[config.mk]
export PLATFORM = sky130hd
export DESIGN_NAME = fbpc_seq
export DESIGN_NICKNAME = d
export VERILOG_FILES = /design/src/rtl/core/fbpc_pkg.sv /design/src/rtl/core/fbpc_seq.sv
export SDC_FILE = /design/constraint.sdc
export NUM_CORES = 1
export LEC_CHECK = 0
export BUFFER_PORTS_ARGS = -buffer_cell sky130_fd_sc_hd__buf_2
export CORE_UTILIZATION = 35
export CTS_BUF_LIST = sky130_fd_sc_hd__clkbuf_16
export CTS_CLUSTER_SIZE = 24
export DETAILED_ROUTE_END_ITERATION = 7
export MAX_ROUTING_LAYER = met4
export PLACE_DENSITY_LB_ADDON = 0.15
export RECOVER_POWER = 50
export SYNTH_ARGS = -nofsm -noshare
export SYNTH_HDL_FRONTEND = slang
export SYNTH_SLANG_ARGS = --single-unit
[constraint.sdc]
create_clock -name clk -period 3.9 [get_ports clk]
set_input_delay 0.78 -clock clk [delete_from_list [all_inputs] [get_ports clk]]
set_output_delay 0.78 -clock clk [all_outputs]
set_load 0.03 [all_outputs]
[src/rtl/core/fbpc_pkg.sv]
// shared types and constants of the frustum box and point culling block
`timescale 1ns / 1ps
`default_nettype none

package fbpc_pkg;

	// port widths of the stream channels
	localparam int FIELD_W   = 32;
	localparam int S_TDATA_W = 4 * FIELD_W;
	localparam int S_TUSER_W = 5;
	localparam int M_TDATA_W = 8;
	localparam int M_TUSER_W = 1;

	// arithmetic widths
	localparam int ACC_W = 64;
	localparam int MUL_W = 33;

	localparam logic signed [ACC_W-1:0] SAT_MAX = {1'b0, {(ACC_W-1){1'b1}}};
	localparam logic signed [ACC_W-1:0] SAT_MIN = {1'b1, {(ACC_W-1){1'b0}}};

	// last axis number of a box
	localparam logic [2:0] AXIS_LAST = 3'd2;

	// item function codes
	typedef enum logic [1:0] {
		FUNC_LOAD   = 2'd0,
		FUNC_POINT  = 2'd1,
		FUNC_CENTER = 2'd2,
		FUNC_AXIS   = 2'd3
	} func_t;

	// step codes of the shared multiply and add unit
	typedef enum logic [3:0] {
		OP_MUL_AX    = 4'd0,
		OP_MUL_BY    = 4'd1,
		OP_MUL_CZ    = 4'd2,
		OP_LOAD_D    = 4'd3,
		OP_ADD_LAST  = 4'd4,
		OP_POINT_CHK = 4'd5,
		OP_CENTER    = 4'd6,
		OP_MUL_LO    = 4'd7,
		OP_MUL_HI    = 4'd8,
		OP_COMBINE   = 4'd9,
		OP_ACCUM     = 4'd10,
		OP_BOX_CHK   = 4'd11
	} op_t;

	// job handed from the input side to the sequencer
	typedef struct packed {
		logic  go;
		func_t func;
		logic  last_axis;
	} job_t;

	// step control from the sequencer to the unit
	typedef struct packed {
		logic active;
		logic init;
		op_t  op;
	} ctrl_t;

	// sequencer status toward the ports
	typedef struct packed {
		logic idle;
		logic load;
	} seq_stat_t;

endpackage

`default_nettype wire

[src/rtl/core/fbpc_seq.sv]
// step sequencer that walks the planes through the shared arithmetic unit
`timescale 1ns / 1ps
`default_nettype none

module fbpc_seq #(
	parameter int PLANE_COUNT = 6,
	parameter int PIDX_W      = 3
) (
	input  wire                     clk,
	input  wire                     arst_n,
	input  wire fbpc_pkg::job_t     job,
	input  wire                     out_free,
	output fbpc_pkg::ctrl_t         ctrl,
	output logic [PIDX_W-1:0]       pidx,
	output fbpc_pkg::seq_stat_t     stat
);

	typedef enum logic [2:0] {
		ST_IDLE = 3'b001,
		ST_RUN  = 3'b010,
		ST_DONE = 3'b100
	} state_t;

	state_t                state_q;
	fbpc_pkg::op_t         op_q;
	fbpc_pkg::func_t       func_q;
	logic                  last_q;
	logic [PIDX_W-1:0]     pidx_q;
	logic                  plane_last;

	assign plane_last = (pidx_q == PIDX_W'(PLANE_COUNT - 1));

	// step and plane sequencing
	always_ff @(posedge clk or negedge arst_n) begin
		if (!arst_n) begin
			state_q <= ST_IDLE;
			op_q    <= fbpc_pkg::OP_MUL_AX;
			func_q  <= fbpc_pkg::FUNC_LOAD;
			last_q  <= 1'b0;
			pidx_q  <= '0;
		end else begin
			case (state_q)
				ST_IDLE: begin
					if (job.go) begin
						state_q <= ST_RUN;
						op_q    <= fbpc_pkg::OP_MUL_AX;
						func_q  <= job.func;
						last_q  <= job.last_axis;
						pidx_q  <= '0;
					end
				end
				ST_RUN: begin
					case (op_q)
						fbpc_pkg::OP_MUL_AX: op_q <= fbpc_pkg::OP_MUL_BY;
						fbpc_pkg::OP_MUL_BY: op_q <= fbpc_pkg::OP_MUL_CZ;
						fbpc_pkg::OP_MUL_CZ: begin
							op_q <= (func_q == fbpc_pkg::FUNC_AXIS) ?
								fbpc_pkg::OP_ADD_LAST : fbpc_pkg::OP_LOAD_D;
						end
						fbpc_pkg::OP_LOAD_D: op_q <= fbpc_pkg::OP_ADD_LAST;
						fbpc_pkg::OP_ADD_LAST: begin
							case (func_q)
								fbpc_pkg::FUNC_POINT:  op_q <= fbpc_pkg::OP_POINT_CHK;
								fbpc_pkg::FUNC_CENTER: op_q <= fbpc_pkg::OP_CENTER;
								default:               op_q <= fbpc_pkg::OP_MUL_LO;
							endcase
						end
						fbpc_pkg::OP_MUL_LO:  op_q <= fbpc_pkg::OP_MUL_HI;
						fbpc_pkg::OP_MUL_HI:  op_q <= fbpc_pkg::OP_COMBINE;
						fbpc_pkg::OP_COMBINE: op_q <= fbpc_pkg::OP_ACCUM;
						fbpc_pkg::OP_POINT_CHK,
						fbpc_pkg::OP_CENTER,
						fbpc_pkg::OP_ACCUM: begin
							// end of one plane
							if (!plane_last) begin
								pidx_q <= pidx_q + PIDX_W'(1);
								op_q   <= fbpc_pkg::OP_MUL_AX;
							end else if (op_q == fbpc_pkg::OP_POINT_CHK) begin
								state_q <= ST_DONE;
							end else if (op_q == fbpc_pkg::OP_ACCUM && last_q) begin
								pidx_q <= '0;
								op_q   <= fbpc_pkg::OP_BOX_CHK;
							end else begin
								state_q <= ST_IDLE;
							end
						end
						fbpc_pkg::OP_BOX_CHK: begin
							if (plane_last) begin
								state_q <= ST_DONE;
							end else begin
								pidx_q <= pidx_q + PIDX_W'(1);
							end
						end
						default: state_q <= ST_IDLE;
					endcase
				end
				ST_DONE: begin
					if (out_free) begin
						state_q <= ST_IDLE;
					end
				end
				default: state_q <= ST_IDLE;
			endcase
		end
	end

	assign ctrl.active = (state_q == ST_RUN);
	assign ctrl.init   = job.go && (state_q == ST_IDLE);
	assign ctrl.op     = op_q;
	assign pidx        = pidx_q;
	assign stat.idle   = (state_q == ST_IDLE);
	assign stat.load   = (state_q == ST_DONE) && out_free;

endmodule

`default_nettype wire

* After elaboration in Yosys (flattened, before gate mapping)
Index checks and enable logic that the tools add are counted.
Widths: inputs -> output; s select.
** Word-level totals
- Flip-flop bits (word level) :: 13
- Input bits :: 7
- Output and inout bits :: 11
- Word-level logic and storage cells :: 69
** Operators by class
- Add/subtract/negate cells :: 1
- Equality and inequality tests :: 29
- Muxes and demuxes :: 23
- Reductions and logical operators :: 11
** Operator list (number)
- $mux 3 :: 12
- $pmux 4 s9 :: 1
- $pmux 3 s3 :: 2
- $eq 4x3->1 const B :: 4
- $eq 4x4->1 const B :: 4
- $mux 4 :: 4
- $ne 4x4->1 const B :: 3
- $pmux 3 s2 :: 2
- $reduce_and 6->1 :: 2
- $ne 10x1->1 const B :: 1
- $ne 3x3->1 const B :: 3
- $eq 4x2->1 const B :: 2
- $pmux 4 s2 :: 1
- $reduce_or 8->1 :: 1
- $eq 3x3->1 const B :: 2
- $ne 2x2->1 const B :: 3
- $reduce_and 5->1 :: 1
- $eq 2x2->1 const B :: 2
- $eq 4x1->1 const B :: 1
- $logic_not 4->1 :: 1
- $pmux 2 s2 :: 1
- $add 3x1->3 const B :: 1
- $eq 3x1->1 const B :: 1
- $eq 3x2->1 const B :: 1
- other kinds (6) :: 8

* Depth between registers and ports, before layout
- Word-level depth :: 7
- Mapped depth :: 7

* Worst setup path after synthesis
No wires, ideal clock.
- Kind :: input -> output
- Start :: input port out_free
- End :: output port stat[0] in the netlist's numbering
- Arrival time :: 1786 ps
- Data required time :: 3120 ps
- Setup slack :: 1334 ps
- Cell stages on the path :: 1
- Buffers on the path :: 0
- Cell sequence :: nor4b_1
** Between the ends
- Word-level cells in the longest chain between the ends :: 1
** Ends and longest elaborated chain
- start, declared :: RTL line fbpc_seq.sv:12 : input wire out_free,
- $logic_and 1x1->1 :: RTL line fbpc_seq.sv:112 : assign stat.load = (state_q == ST_DONE) && out_free;
- end, declared :: RTL line fbpc_seq.sv:15 : output fbpc_pkg::seq_stat_t stat
Every way passes these cells.

==> results.cfg <==
[clock_network]
numCtsBuffers = 3
cts_tree = yes
clkTransAtPathRegs_ns = 0.05
cts_hold_buffers = 0
clock_sinks = 13
clockBufferDepth = 2
insertion_delay_ns = 0.25
root_buffer = clkbuf_16
post_cts_resized = 0
post_cts_buffers = 0
htreeDepth = 1

[sta]
rsz0062_at_grt = false
fmax_mhz = 395.1
skew_ns = 0.004482
slew_viol_final = 0
hold_viol = 0
layout_min_cycle_time_ns = 2.531
tightest_slew_ns = 0.7502
slew_headroom = 0.4999
fin_crit_sh = 0.6490
hold_ws_ns = 0.5490
setup_viol = 0
tns_ns = 0

[power]
p_int_w = 0.0003878
seq_power_share = 0.357
combPwrFrac = 0.343
p_clk_frac = 0.301
ir_drop_uv = 346.0
switching_share = 0.4007
powerDensity_nw_per_um2 = 581.8
p_sw_w = 0.0002593
leakagePower_nw = 0.4833

[logic_synthesis]
postSynthCellCount = 107
yosysWarnings = 0
synth.distinct_cells = 45
ys_async_sr_fraction = 1.000
syn_avg_cell_area_sq_um = 8.829
synth_nets = 116
yosysSeqAreaShare = 0.3457
syn-cell-area_sq_um = 944.7
ys_ff_latch = 13
ys.flop_type = dfrtp_1
synth-edff-count = 0

[layout]
n_antenna_cell = 0
fin_nets = 134
stdcell_count = 154
final_layout_size_suffix_gt1_frac = 0.2016
area_growth_pct = 17.75
fin_util = 0.4410

[route]
drtIter0Drc = 17
avgRoutedWirePerCell_microns = 14.31
antenna_left = 0
drc = 0
drt_wl_total_mm = 2.204
dr_total_vias = 852
drtPass1Iterations = 4
avgViaCountPerCell = 5.532

[worst_setup_path]
crit_fanout = 7
cp_data_required_time_ns = 3.12
cp-end-kind = primary output
critPathArrivalTime_ns = 1.75
worstSetupPathType = flip-flop to primary output
start_kind = flip-flop
worst-r2r-setup-slack_ns = 1.82

[grt]
grt_pass1_wl_mm = 3.732
grt_max_degree = 18
grtUsageTotal = 0.1885
grt_pass1_vias = 784
grt_antenna_before_repair = 0
overflow = 0

[die]
fp.dieW_microns = 53.95
ios = 18
die_area_sq_um = 2911
rows = 18
die_y_microns = 53.95
initial_core_util = 0.3745
core_sq_um = 2522

[run_status]
status = completed

[run]
cap_violations = 0

[min_path]
min_path_type = flip-flop to flip-flop

[place]
dp_hpwl_mm = 1.555
placed_cells = 150
port_buffers = 17
gp_congestion = 0.7780
area by class of cell:
type                       count  area [sq um]
fill                         265          1410
multi-input combinational     82         558.0
sequential                    13         326.6
timing repair buffer          17         81.33
clock buffer                   3         75.07
tap                           30         37.54
inverter                       8         30.03
clock inverter                 1         3.754
sequential cells by signal, indices dropped and copies added (netlist names):
| name | flops |
|---|---|
| op_q | 4 |
| pidx | 3 |
| state_q | 3 |
| func_q | 2 |
| last_q | 1 |
placed cells by master (no fill, tap or decap), types with 3 or more instances in the layout:
cell and n:
a21oi_1 8, nor2_1 5, clkbuf_1 3, clkbuf_16 3, nor2b_1 4, inv_1 9, dfrtp_1 12, nand2_1 10
buf_2 14, o21ai_0 6, nor3_1 7, nand2b_1 3
per-stage QoR:
stage          setup WS (ns)  instance area (sq um)  total power, W
6_report               1.369                   1112       0.0006472
5_1_grt                1.230                   1112       0.0006928
4_1_cts                1.456                   1121       0.0006587
3_5_place_dp           1.604                   1042       0.0004595
3_3_place_gp           1.629                   1042       0.0004552
2_1_floorplan          1.334                  944.7       0.0003938
cells in the mapped netlist, drive strengths merged (4+ instances only):
| cell type | count | area, sq um |
|---|---|---|
| a21oi | 8 | 40.04 |
| dfrtp | 12 | 300.3 |
| inv | 8 | 30.03 |
| nand2 | 10 | 37.54 |
| nand2b | 4 | 32.53 |
| nor2 | 6 | 25.03 |
| nor2b | 4 | 25.02 |
| nor3 | 7 | 35.03 |
| o21ai | 6 | 30.03 |
layer usage:
layer / share of wire / GRT usage / vias up
li1: - / - / 428
met1: 0.49 / 0.2509 / 404
met2: 0.45 / 0.2716 / 15
met3: 0.044 / 0.04237 / 5
met4: 0.016 / 0.07895 / 0
met5: 0 / - / -
power groups by stage:
stage               Combinational, W  Clock [W]  Sequential [W]
floorplan                   0.000171          0        0.000223
global placement            0.000224          0        0.000231
detailed placement          0.000226          0        0.000234
CTS                         0.000226   0.000201        0.000231
global route                0.000245   0.000208        0.000240
finish                      0.000222   0.000195        0.000231
path summary, 6_finish.rpt:
| kind | startpoint | endpoint | cells past startpoint |
|---|---|---|---|
| max | state_q[0]$_DFFE_PN1P_ | ctrl[4] | 4 |
| min | state_q[2]$_DFFE_PN0P_ | state_q[2]$_DFFE_PN0P_ | 1 |
| max reg2reg | op_q[1]$_DFFE_PN0P_ | op_q[3]$_DFFE_PN0P_ | 5 |
| min reg2reg | state_q[2]$_DFFE_PN0P_ | state_q[2]$_DFFE_PN0P_ | 1 |
| max in group asynchronous | arst_n | func_q[0]$_DFFE_PN0P_ | 1 |
| min in group asynchronous | arst_n | state_q[1]$_DFFE_PN0P_ | 1 |
logic make-up after synthesis:
logic type	after synthesis	share of synthesized area
xor gates and xnor gates	1	0.009273
AOI/OAI and AO/OA	33	0.2477
adders and majority gates	2	0.02649
and+or+nand+nor	42	0.2636
muxes	4	0.04900
DFF	13	0.3457
buffers and inverters	12	0.05828
worst max-delay path: stages (launching register included):
cell,delay (ns)
dfstp_1,0.55
nor3b_1,0.25
nand2_1,0.24
inv_1,0.23
buf_2,0.23
No activity file was read; power rests on OpenSTA's default activity.
